[src/rtl/dtt_pkg.sv]
`default_nettype none

package dtt_pkg;

	// Table size used when the top level is not given one.
	localparam int DEFAULT_TABLE_DEPTH = 16;

	// Request codes.
	localparam logic [1:0] ACT_ADD    = 2'd0;
	localparam logic [1:0] ACT_CANCEL = 2'd1;
	localparam logic [1:0] ACT_QUERY  = 2'd2;
	localparam logic [1:0] ACT_FIRE   = 2'd3;

	// Response status codes.
	localparam logic [1:0] ST_OK        = 2'd0;
	localparam logic [1:0] ST_FULL      = 2'd1;
	localparam logic [1:0] ST_NOT_FOUND = 2'd2;
	localparam logic [1:0] ST_NONE      = 2'd3;

	// Query conversion from microseconds to milliseconds, rounded up.
	// Differences at or above the clamp limit give the largest timeout;
	// anything below it, plus the rounding term, fits in DIV_BITS bits.
	// The divide by 1000 takes that dividend as DIV_DIGITS digits of DIGIT_W bits,
	// most significant first. Each partial dividend (remainder and next digit) is
	// below 2^31, where a multiply by RECIP and a shift by RECIP_SHIFT give the
	// exact quotient.
	localparam logic signed [31:0] TIMEOUT_MAX   = 32'sd2147483647;
	localparam logic signed [31:0] TIMEOUT_EMPTY = -32'sd1;
	localparam logic signed [31:0] TIMEOUT_ZERO  = 32'sd0;
	localparam logic [63:0]        CLAMP_LIMIT   = 64'd2147483647000;
	localparam int                 DIV_BITS      = 42;
	localparam int                 DIGIT_W       = 21;
	localparam int                 DIV_DIGITS    = 2;
	localparam int                 REM_W         = 10;
	localparam int                 PART_W        = 31;
	localparam int                 QUO_W         = 31;
	localparam int                 STEP_W        = 1;
	localparam int                 RECIP_W       = 32;
	localparam int                 RECIP_SHIFT   = 41;
	localparam logic [RECIP_W-1:0] RECIP         = 32'd2199023256;
	localparam logic [DIV_BITS-1:0] ROUND_UP     = 42'd999;
	localparam logic [PART_W-1:0]  DIVISOR       = 31'd1000;

	// One request beat.
	typedef struct packed {
		logic [1:0]  action;
		logic [63:0] now_usec;
		logic [63:0] delay_us;
		logic [63:0] cancel_id;
	} req_t;

	// One response beat.
	typedef struct packed {
		logic [1:0]         status;
		logic [63:0]        timer_id;
		logic signed [31:0] timeout_ms;
		logic               last;
	} rsp_t;

endpackage

`default_nettype wire

[src/rtl/dtt_ram.sv]
`default_nettype none

module dtt_ram #(
	parameter int WIDTH = 128,
	parameter int DEPTH = 16
) (
	input  wire logic                                   clk,
	input  wire logic                                   we,
	input  wire logic [(DEPTH > 1 ? $clog2(DEPTH) : 1)-1:0] waddr,
	input  wire logic [WIDTH-1:0]                       wdata,
	input  wire logic [(DEPTH > 1 ? $clog2(DEPTH) : 1)-1:0] raddr,
	output logic      [WIDTH-1:0]                       rdata
);

	logic [WIDTH-1:0] mem_q [DEPTH];

	// One write port and one registered read port.
	always_ff @(posedge clk) begin
		if (we) begin
			mem_q[waddr] <= wdata;
		end
		rdata <= mem_q[raddr];
	end

endmodule

`default_nettype wire

[src/rtl/deadline_timer_table.sv]
// Deadline timer table: holds up to TABLE_DEPTH one-shot timers, each an id and an absolute
// deadline in microseconds, in one RAM of id/deadline pairs with a registered read port. One
// request is taken at a time; req_ready is high only while the sequencer is idle. Cancel,
// query and fire walk the table one slot at a time, each slot a RAM read then a compare.
// Each fired timer, and a found cancel, moves the last entry into the freed slot with a RAM
// read and a write; a fired slot is then read and compared again. A query with a future
// deadline goes on to a clamp test and, below the clamp, to the divide by 1000 (two 21-bit
// digits, each a reciprocal multiply followed by a remainder step). Responses leave through a
// single output register, so a stalled rsp_ready slows a fire that has several timers due.
// Fire responses are held back by one, so that the final one can carry last. No clearing pass
// is needed after reset; only slots below the live count are ever read.
`default_nettype none

module deadline_timer_table
	import dtt_pkg::*;
#(
	parameter int TABLE_DEPTH = DEFAULT_TABLE_DEPTH
) (
	input  wire logic clk,
	input  wire logic arst_n,
	input  wire logic req_valid,
	output logic      req_ready,
	input  wire req_t req,
	output logic      rsp_valid,
	input  wire logic rsp_ready,
	output rsp_t      rsp
);

	localparam int AW = (TABLE_DEPTH > 1) ? $clog2(TABLE_DEPTH) : 1;
	localparam int CW = $clog2(TABLE_DEPTH + 1);
	localparam int EW = 128;
	localparam int PROD_W = PART_W + RECIP_W;

	typedef enum logic [3:0] {
		S_IDLE,
		S_ADD,
		S_READ,
		S_CHECK,
		S_FHIT,
		S_MOVE_RD,
		S_MOVE_WR,
		S_FEND,
		S_QDIFF,
		S_QCLAMP,
		S_DIV,
		S_DREM,
		S_EMIT
	} state_t;

	state_t                 state_q;
	req_t                   req_q;
	logic [CW-1:0]          count_q;
	logic [CW-1:0]          idx_q;
	logic [63:0]            next_id_q;
	logic [63:0]            min_q;
	logic [63:0]            diff_q;
	logic [63:0]            hit_q;
	logic [63:0]            pend_q;
	logic                   pend_valid_q;
	rsp_t                   res_q;
	rsp_t                   rsp_q;
	logic                   rsp_valid_q;
	logic [DIV_BITS-1:0]    dvd_q;
	logic [REM_W-1:0]       rem_q;
	logic [QUO_W-1:0]       quo_q;
	logic [DIGIT_W-1:0]     digit_q;
	logic [STEP_W-1:0]      step_q;

	logic                   ram_we;
	logic [AW-1:0]          ram_waddr;
	logic [EW-1:0]          ram_wdata;
	logic [AW-1:0]          ram_raddr;
	logic [EW-1:0]          ram_rdata;

	logic [63:0]            ent_id;
	logic [63:0]            ent_dl;
	logic [CW-1:0]          idx_inc;
	logic                   at_end;
	logic                   out_free;
	logic                   rsp_load;
	logic [PART_W-1:0]      part;
	logic [PROD_W-1:0]      part_prod;
	logic [PART_W-1:0]      part_back;
	logic [PART_W-1:0]      part_rem;

	// Entry layout in the RAM: id in the upper half, deadline in the lower half.
	assign ent_id  = ram_rdata[EW-1:64];
	assign ent_dl  = ram_rdata[63:0];
	assign idx_inc = idx_q + CW'(1);
	assign at_end  = (idx_inc == count_q);
	assign out_free = !rsp_valid_q || rsp_ready;

	// A beat goes out from S_EMIT, and from S_FHIT when an earlier fired id is waiting.
	assign rsp_load = out_free && ((state_q == S_EMIT) || (state_q == S_FHIT && pend_valid_q));

	// Partial dividend of the current digit, its quotient by reciprocal multiplication,
	// and what is left once that quotient times 1000 is taken back off.
	assign part      = {rem_q, dvd_q[DIV_BITS-1 -: DIGIT_W]};
	assign part_prod = PROD_W'(part) * PROD_W'(RECIP);
	assign part_back = PART_W'(digit_q) * DIVISOR;
	assign part_rem  = part - part_back;

	// Table port control: writes for add and for the slot refill, reads for the walk.
	always_comb begin
		ram_we    = 1'b0;
		ram_waddr = idx_q[AW-1:0];
		ram_wdata = ram_rdata;
		ram_raddr = idx_q[AW-1:0];
		unique case (state_q)
			S_ADD: begin
				ram_we    = (count_q != CW'(TABLE_DEPTH));
				ram_waddr = count_q[AW-1:0];
				ram_wdata = {next_id_q, req_q.now_usec + req_q.delay_us};
			end
			S_MOVE_RD: begin
				ram_raddr = count_q[AW-1:0];
			end
			S_MOVE_WR: begin
				ram_we = 1'b1;
			end
			default: begin
			end
		endcase
	end

	dtt_ram #(
		.WIDTH(EW),
		.DEPTH(TABLE_DEPTH)
	) u_ram (
		.clk  (clk),
		.we   (ram_we),
		.waddr(ram_waddr),
		.wdata(ram_wdata),
		.raddr(ram_raddr),
		.rdata(ram_rdata)
	);

	// Sequencer with the response register.
	always_ff @(posedge clk or negedge arst_n) begin
		if (!arst_n) begin
			state_q      <= S_IDLE;
			count_q      <= '0;
			next_id_q    <= 64'd1;
			pend_valid_q <= 1'b0;
			rsp_valid_q  <= 1'b0;
		end else begin
			if (rsp_load) begin
				rsp_valid_q <= 1'b1;
			end else if (rsp_ready) begin
				rsp_valid_q <= 1'b0;
			end
			unique case (state_q)
				S_IDLE: begin
					if (req_valid) begin
						req_q          <= req;
						idx_q          <= '0;
						min_q          <= '1;
						pend_valid_q   <= 1'b0;
						res_q.timer_id <= '0;
						res_q.last     <= 1'b1;
						// An empty table answers cancel, query and fire at once.
						unique case (req.action)
							ACT_ADD: begin
								res_q.status     <= ST_OK;
								res_q.timeout_ms <= TIMEOUT_ZERO;
								state_q          <= S_ADD;
							end
							ACT_CANCEL: begin
								res_q.timeout_ms <= TIMEOUT_ZERO;
								if (count_q == '0) begin
									res_q.status <= ST_NOT_FOUND;
									state_q      <= S_EMIT;
								end else begin
									res_q.status <= ST_OK;
									state_q      <= S_READ;
								end
							end
							ACT_QUERY: begin
								res_q.status <= ST_OK;
								if (count_q == '0) begin
									res_q.timeout_ms <= TIMEOUT_EMPTY;
									state_q          <= S_EMIT;
								end else begin
									res_q.timeout_ms <= TIMEOUT_ZERO;
									state_q          <= S_READ;
								end
							end
							default: begin
								res_q.timeout_ms <= TIMEOUT_ZERO;
								if (count_q == '0) begin
									res_q.status <= ST_NONE;
									state_q      <= S_EMIT;
								end else begin
									res_q.status <= ST_OK;
									state_q      <= S_READ;
								end
							end
						endcase
					end
				end
				S_ADD: begin
					if (count_q == CW'(TABLE_DEPTH)) begin
						res_q.status <= ST_FULL;
					end else begin
						res_q.timer_id <= next_id_q;
						next_id_q      <= next_id_q + 64'd1;
						count_q        <= count_q + CW'(1);
					end
					state_q <= S_EMIT;
				end
				S_READ: begin
					state_q <= S_CHECK;
				end
				S_CHECK: begin
					unique case (req_q.action)
						ACT_CANCEL: begin
							if (ent_id == req_q.cancel_id) begin
								res_q.timer_id <= req_q.cancel_id;
								count_q        <= count_q - CW'(1);
								state_q        <= S_MOVE_RD;
							end else if (at_end) begin
								res_q.status <= ST_NOT_FOUND;
								state_q      <= S_EMIT;
							end else begin
								idx_q   <= idx_inc;
								state_q <= S_READ;
							end
						end
						ACT_QUERY: begin
							if (ent_dl < min_q) begin
								min_q <= ent_dl;
							end
							if (at_end) begin
								state_q <= S_QDIFF;
							end else begin
								idx_q   <= idx_inc;
								state_q <= S_READ;
							end
						end
						default: begin
							if (ent_dl <= req_q.now_usec) begin
								hit_q   <= ent_id;
								state_q <= S_FHIT;
							end else if (at_end) begin
								state_q <= S_FEND;
							end else begin
								idx_q   <= idx_inc;
								state_q <= S_READ;
							end
						end
					endcase
				end
				// Send the previously fired id (not last), then hold the new one back.
				S_FHIT: begin
					if (!pend_valid_q || out_free) begin
						if (pend_valid_q) begin
							rsp_q.status     <= ST_OK;
							rsp_q.timer_id   <= pend_q;
							rsp_q.timeout_ms <= TIMEOUT_ZERO;
							rsp_q.last       <= 1'b0;
						end
						pend_q       <= hit_q;
						pend_valid_q <= 1'b1;
						count_q      <= count_q - CW'(1);
						state_q      <= S_MOVE_RD;
					end
				end
				S_MOVE_RD: begin
					state_q <= S_MOVE_WR;
				end
				// The last entry is written into the freed slot.
				S_MOVE_WR: begin
					if (req_q.action == ACT_CANCEL) begin
						state_q <= S_EMIT;
					end else if (idx_q == count_q) begin
						state_q <= S_FEND;
					end else begin
						state_q <= S_READ;
					end
				end
				S_FEND: begin
					if (pend_valid_q) begin
						res_q.timer_id <= pend_q;
					end else begin
						res_q.status <= ST_NONE;
					end
					state_q <= S_EMIT;
				end
				S_QDIFF: begin
					if (min_q <= req_q.now_usec) begin
						state_q <= S_EMIT;
					end else begin
						diff_q  <= min_q - req_q.now_usec;
						state_q <= S_QCLAMP;
					end
				end
				S_QCLAMP: begin
					if (diff_q >= CLAMP_LIMIT) begin
						res_q.timeout_ms <= TIMEOUT_MAX;
						state_q          <= S_EMIT;
					end else begin
						dvd_q   <= diff_q[DIV_BITS-1:0] + ROUND_UP;
						rem_q   <= '0;
						quo_q   <= '0;
						step_q  <= '0;
						state_q <= S_DIV;
					end
				end
				// Quotient digit of the current partial dividend.
				S_DIV: begin
					digit_q <= part_prod[RECIP_SHIFT +: DIGIT_W];
					state_q <= S_DREM;
				end
				// Keep the remainder, append the digit and move on to the next digit.
				S_DREM: begin
					rem_q  <= part_rem[REM_W-1:0];
					quo_q  <= {quo_q[QUO_W-DIGIT_W-1:0], digit_q};
					dvd_q  <= {dvd_q[DIV_BITS-DIGIT_W-1:0], {DIGIT_W{1'b0}}};
					step_q <= step_q + STEP_W'(1);
					if (step_q == STEP_W'(DIV_DIGITS - 1)) begin
						res_q.timeout_ms <= signed'({1'b0, quo_q[QUO_W-DIGIT_W-1:0], digit_q});
						state_q          <= S_EMIT;
					end else begin
						state_q <= S_DIV;
					end
				end
				S_EMIT: begin
					if (out_free) begin
						rsp_q   <= res_q;
						state_q <= S_IDLE;
					end
				end
				default: begin
					state_q <= S_IDLE;
				end
			endcase
		end
	end

	assign req_ready = (state_q == S_IDLE);
	assign rsp_valid = rsp_valid_q;
	assign rsp       = rsp_q;

endmodule

`default_nettype wire

[config.mk]
export PLATFORM = sky130hd
export DESIGN_NAME = deadline_timer_table
export DESIGN_NICKNAME = d
export VERILOG_FILES = /design/src/rtl/dtt_pkg.sv /design/src/rtl/dtt_ram.sv /design/src/rtl/deadline_timer_table.sv
export SDC_FILE = /design/constraint.sdc
export NUM_CORES = 2
export LEC_CHECK = 0
export BUFFER_PORTS_ARGS = -buffer_cell sky130_fd_sc_hd__buf_2
export CORE_AREA = 5 5 559 561
export DETAILED_ROUTE_END_ITERATION = 8
export DIE_AREA = 0 0 564 566
export GPL_ROUTABILITY_DRIVEN = 0
export PLACE_DENSITY_LB_ADDON = 0.2
export SYNTH_ARGS = -nofsm -noshare
export SYNTH_HDL_FRONTEND = slang
export SYNTH_SLANG_ARGS = --single-unit
[constraint.sdc]
create_clock -name clk -period 8.7 [get_ports clk]
set_clock_uncertainty 0.15 [all_clocks]
set_input_delay 1.305 -clock clk [delete_from_list [all_inputs] [get_ports clk]]
set_output_delay 1.305 -clock clk [all_outputs]
set_load 0.01 [all_outputs]
==> out/results.ini <==
[floorplan]
dieArea_mm2=0.319
start_util_pct=44.6
core_area_mm2=0.307
die_y_um=566
ios=299
rows=204
die_x_um=564

[logic_synthesis]
synth_cells=9001
synth_area_mm2=0.137
synth_cell_types=83
synthFlopType=edfxtp_1
syn-num-nets=10200
synth_most_common_cell=edfxtp_1
synthTopCellsByArea=edfxtp_1 (61%), mux4_2 (8.0%), ha_1 (6.0%), fa_1 (4.3%), nand2_1 (3.0%)
yosys-top-cells-count=edfxtp_1 (2784), nand2_1 (1087), inv_1 (786)
yosysSeqAreaShare_pct=64.2
netlist.area_leader.share_pct=60.9
synth_top_cell_by_area=edfxtp_1
avgSynthCellArea_um2=15.2
ys_ff_latch=2987
async_flop_share_pct=2.51
synth_edf_count=2784
ys.warnings.count=0

[setup_path]
slowest_delay_ns=0.71
crit_path_max_fanout=10
worstPathArrival_ns=8.63
cp_cell_sequence=ha_1 -> fa_1 -> fa_1 -> inv_1 -> fa_1 -> inv_1 -> fa_1 -> fa_1 -> fa_1 -> inv_1 -> fa_1 -> inv_1 -> ha_1 -> a2111oi_0 -> o21ai_0 -> a221o_1 -> nand2_1 -> a21oi_1 -> o31ai_1 -> o221ai_1 -> a221oi_1 -> o21bai_1 -> xor2_1
cp-startpoint=dvd_q[35]
worstReg2RegStart=dvd_q[35]
critPathCaptureType=flip-flop
cpMaxStageDelayCell=edfxtp_1
crit_path_start_kind=flip-flop
cp_data_required_time_ns=9.21
cp_common_cell=fa_1
critPathKind=reg2reg

[global_routing]
grt_pass1_wl_um=555000
antenna_found_initial=20
grt.overflow.total=0
use_met1_pct=34.9
grt_start_max_net_pins=140
track_usage_pct=23.5
grt_pass1_vias=80000
gr-max-usage-layer=met2
use_met2_pct=36.3
met3_usage_pct=3.89

[finish]
final_layout_size_suffix_gt1_share_pct=16.4
post_layout_nonfiller_instances=13800
final_nets=10600
n_fill_cell=25800
areaGrowthSynthToFinish_pct=13.2
fin_area_mm2=0.155

[worst_hold_path]
worstHoldPathType=reg2reg
min-delay-start=hit_q[33]

[clock_tree]
htreeDepth=5
cts_root_buf=clkbuf_16
cts_hold_buffers=0
cts_sinks=2987
cts_setup_buffers=0
clk_latency_ns=0.93
cts_resized=0
clk_pin_slew_ns=0.07
cts_tree=done
cts_buffer_depth=4
numCtsBuffers=324

[sta]
setup_viol=0
slew_violations=0
worst_slew_pin_slew_ns=1.29
whs_ns=0.225
fin_crit_ns=8.12
fin_crit_sh_pct=93.3
tns_ns=0
rsz0062_at_grt=no
max_freq_mhz=123
max-slew-margin-rel_pct=14.1
hold_viol=0

[routing]
drt_iter0_drc=8351
drt_pass1_iterations=9
drt_wl_total_um=382000
routed_via_density=5.76
drc=2
num_vias=79700
wl_per_cell_um=27.6
antenna_left=0

[run_status]
violations=design-rule violations
outcome=complete, but fails checks

[placement]
portBuffers=298
dp.cells=13200
dp.final_hpwl_um=242000
place_area_mm2=0.144

[power]
p_leak_nw=58.1
p_per_area_mw_per_mm2=339
ir_worst_vdd_mv=0.474
finalPower_w=0.0526

[run]
cap_violations=0

## layout by cell type (no fill, tap or decap), types with 31 or more instances in the layout
master and instances:
edfxtp_1 2784, nand2_1 1087, inv_1 786, ha_1 659
mux4_2 486, clkbuf_16 326, buf_2 297, fa_1 294
a21oi_1 253, o21ai_0 227, xor2_1 186, and3_1 178
a31oi_1 174, buf_4 163, nor2_1 155, xnor2_1 148
dfxtp_1 128, a21o_1 121, nand2b_1 96, nand4_1 81
nand3_1 76, clkbuf_1 75, dfrtp_1 74, mux2_2 69
a222oi_1 63, and2_1 62, clkinv_2 45, nor2b_1 43
nor3_1 42, clkinv_1 41, nor4_1 36, o21bai_1 35
clkbuf_8 33, bufinv_16 31
## final timing paths
path / end / slack, ns / cells past startpoint
setup / recovery: digit_q[13] / 0.58 / 23
hold reg to reg: pend_q[33] / 0.22 / 0
hold / removal: pend_q[33] / 0.22 / 0
setup reg to reg: digit_q[13] / 0.58 / 23
min in group asynchronous: count_q[0] / 0.45 / 2
max in group asynchronous: next_id_q[21] / 6.80 / 3
## sequential cells by signal (all words and copies together) (netlist names), 64 cells and up
signal       cells
req_q          194
rsp             99
min_q           64
u_ram.mem_q   2048
u_ram.rdata    128
res_q           98
diff_q          64
pend_q          64
next_id_q       64
hit_q           64
## metrics by stage
| step | setup WS, ns | utilization, % |
|---|---|---|
| final | 0.581 | 50.5 |
| after global routing | 0.138 | 50.5 |
| after CTS | 0.539 | 50.5 |
| after detailed placement | 0.538 | 47.0 |
| after global placement | 0.620 | 47.0 |
| after floorplan | 0.807 | - |
## worst max-delay path: cells and delay by family (launching register included)
kind / cells / cell delay (ns)
and+or+nand+nor: 1 / 0.06
xor gates and xnor gates: 1 / 0.16
AOI/OAI and AO/OA: 8 / 2.34
DFF: 1 / 0.71
adders and majority gates: 9 / 4.24
buffers and inverters: 4 / 0.21
## kinds of logic (layout without fill, tap and decap cells)
kind of cell | count (synthesis) | count (layout) | share of synthesized area (%)
buffers and inverters | 1147 | 1864 | 3.20
AOI/OAI and AO/OA | 1060 | 1060 | 4.98
DFF | 2987 | 2987 | 64.2
other | 0 | 5 | 0
muxes | 560 | 560 | 8.58
adders and majority gates | 953 | 953 | 10.3
xor gates and xnor gates | 334 | 334 | 2.13
and+or+nand+nor | 1960 | 1960 | 6.65
## where the power goes
group	internal, W	switching (W)	total (W)
logic	0.00690	0.0115	0.0184
registers	0.0191	0.00106	0.0202
clock network	0.00819	0.00584	0.0140
## layout make-up
cell class,count,area [um^2],area share (%)
antenna,5,12.5,0.00806
tap,4120,5150,3.32
inverter,786,2950,1.90
clock inverter,161,2030,1.31
timing repair buffer,483,3180,2.05
multi-input combinational,4867,45100,29.0
sequential,2987,88000,56.7
clock buffer,434,8890,5.73
## per-layer routing
metal / wire (um) / share of wire (%) / vias up
li1: - / - / 34500
met1: 165000 / 43 / 41300
met2: 175000 / 46 / 3354
met3: 31100 / 8.1 / 545
met4: 9780 / 2.6 / 6
met5: 34 / 0.0089 / -
No activity file was read; power rests on OpenSTA's default activity.
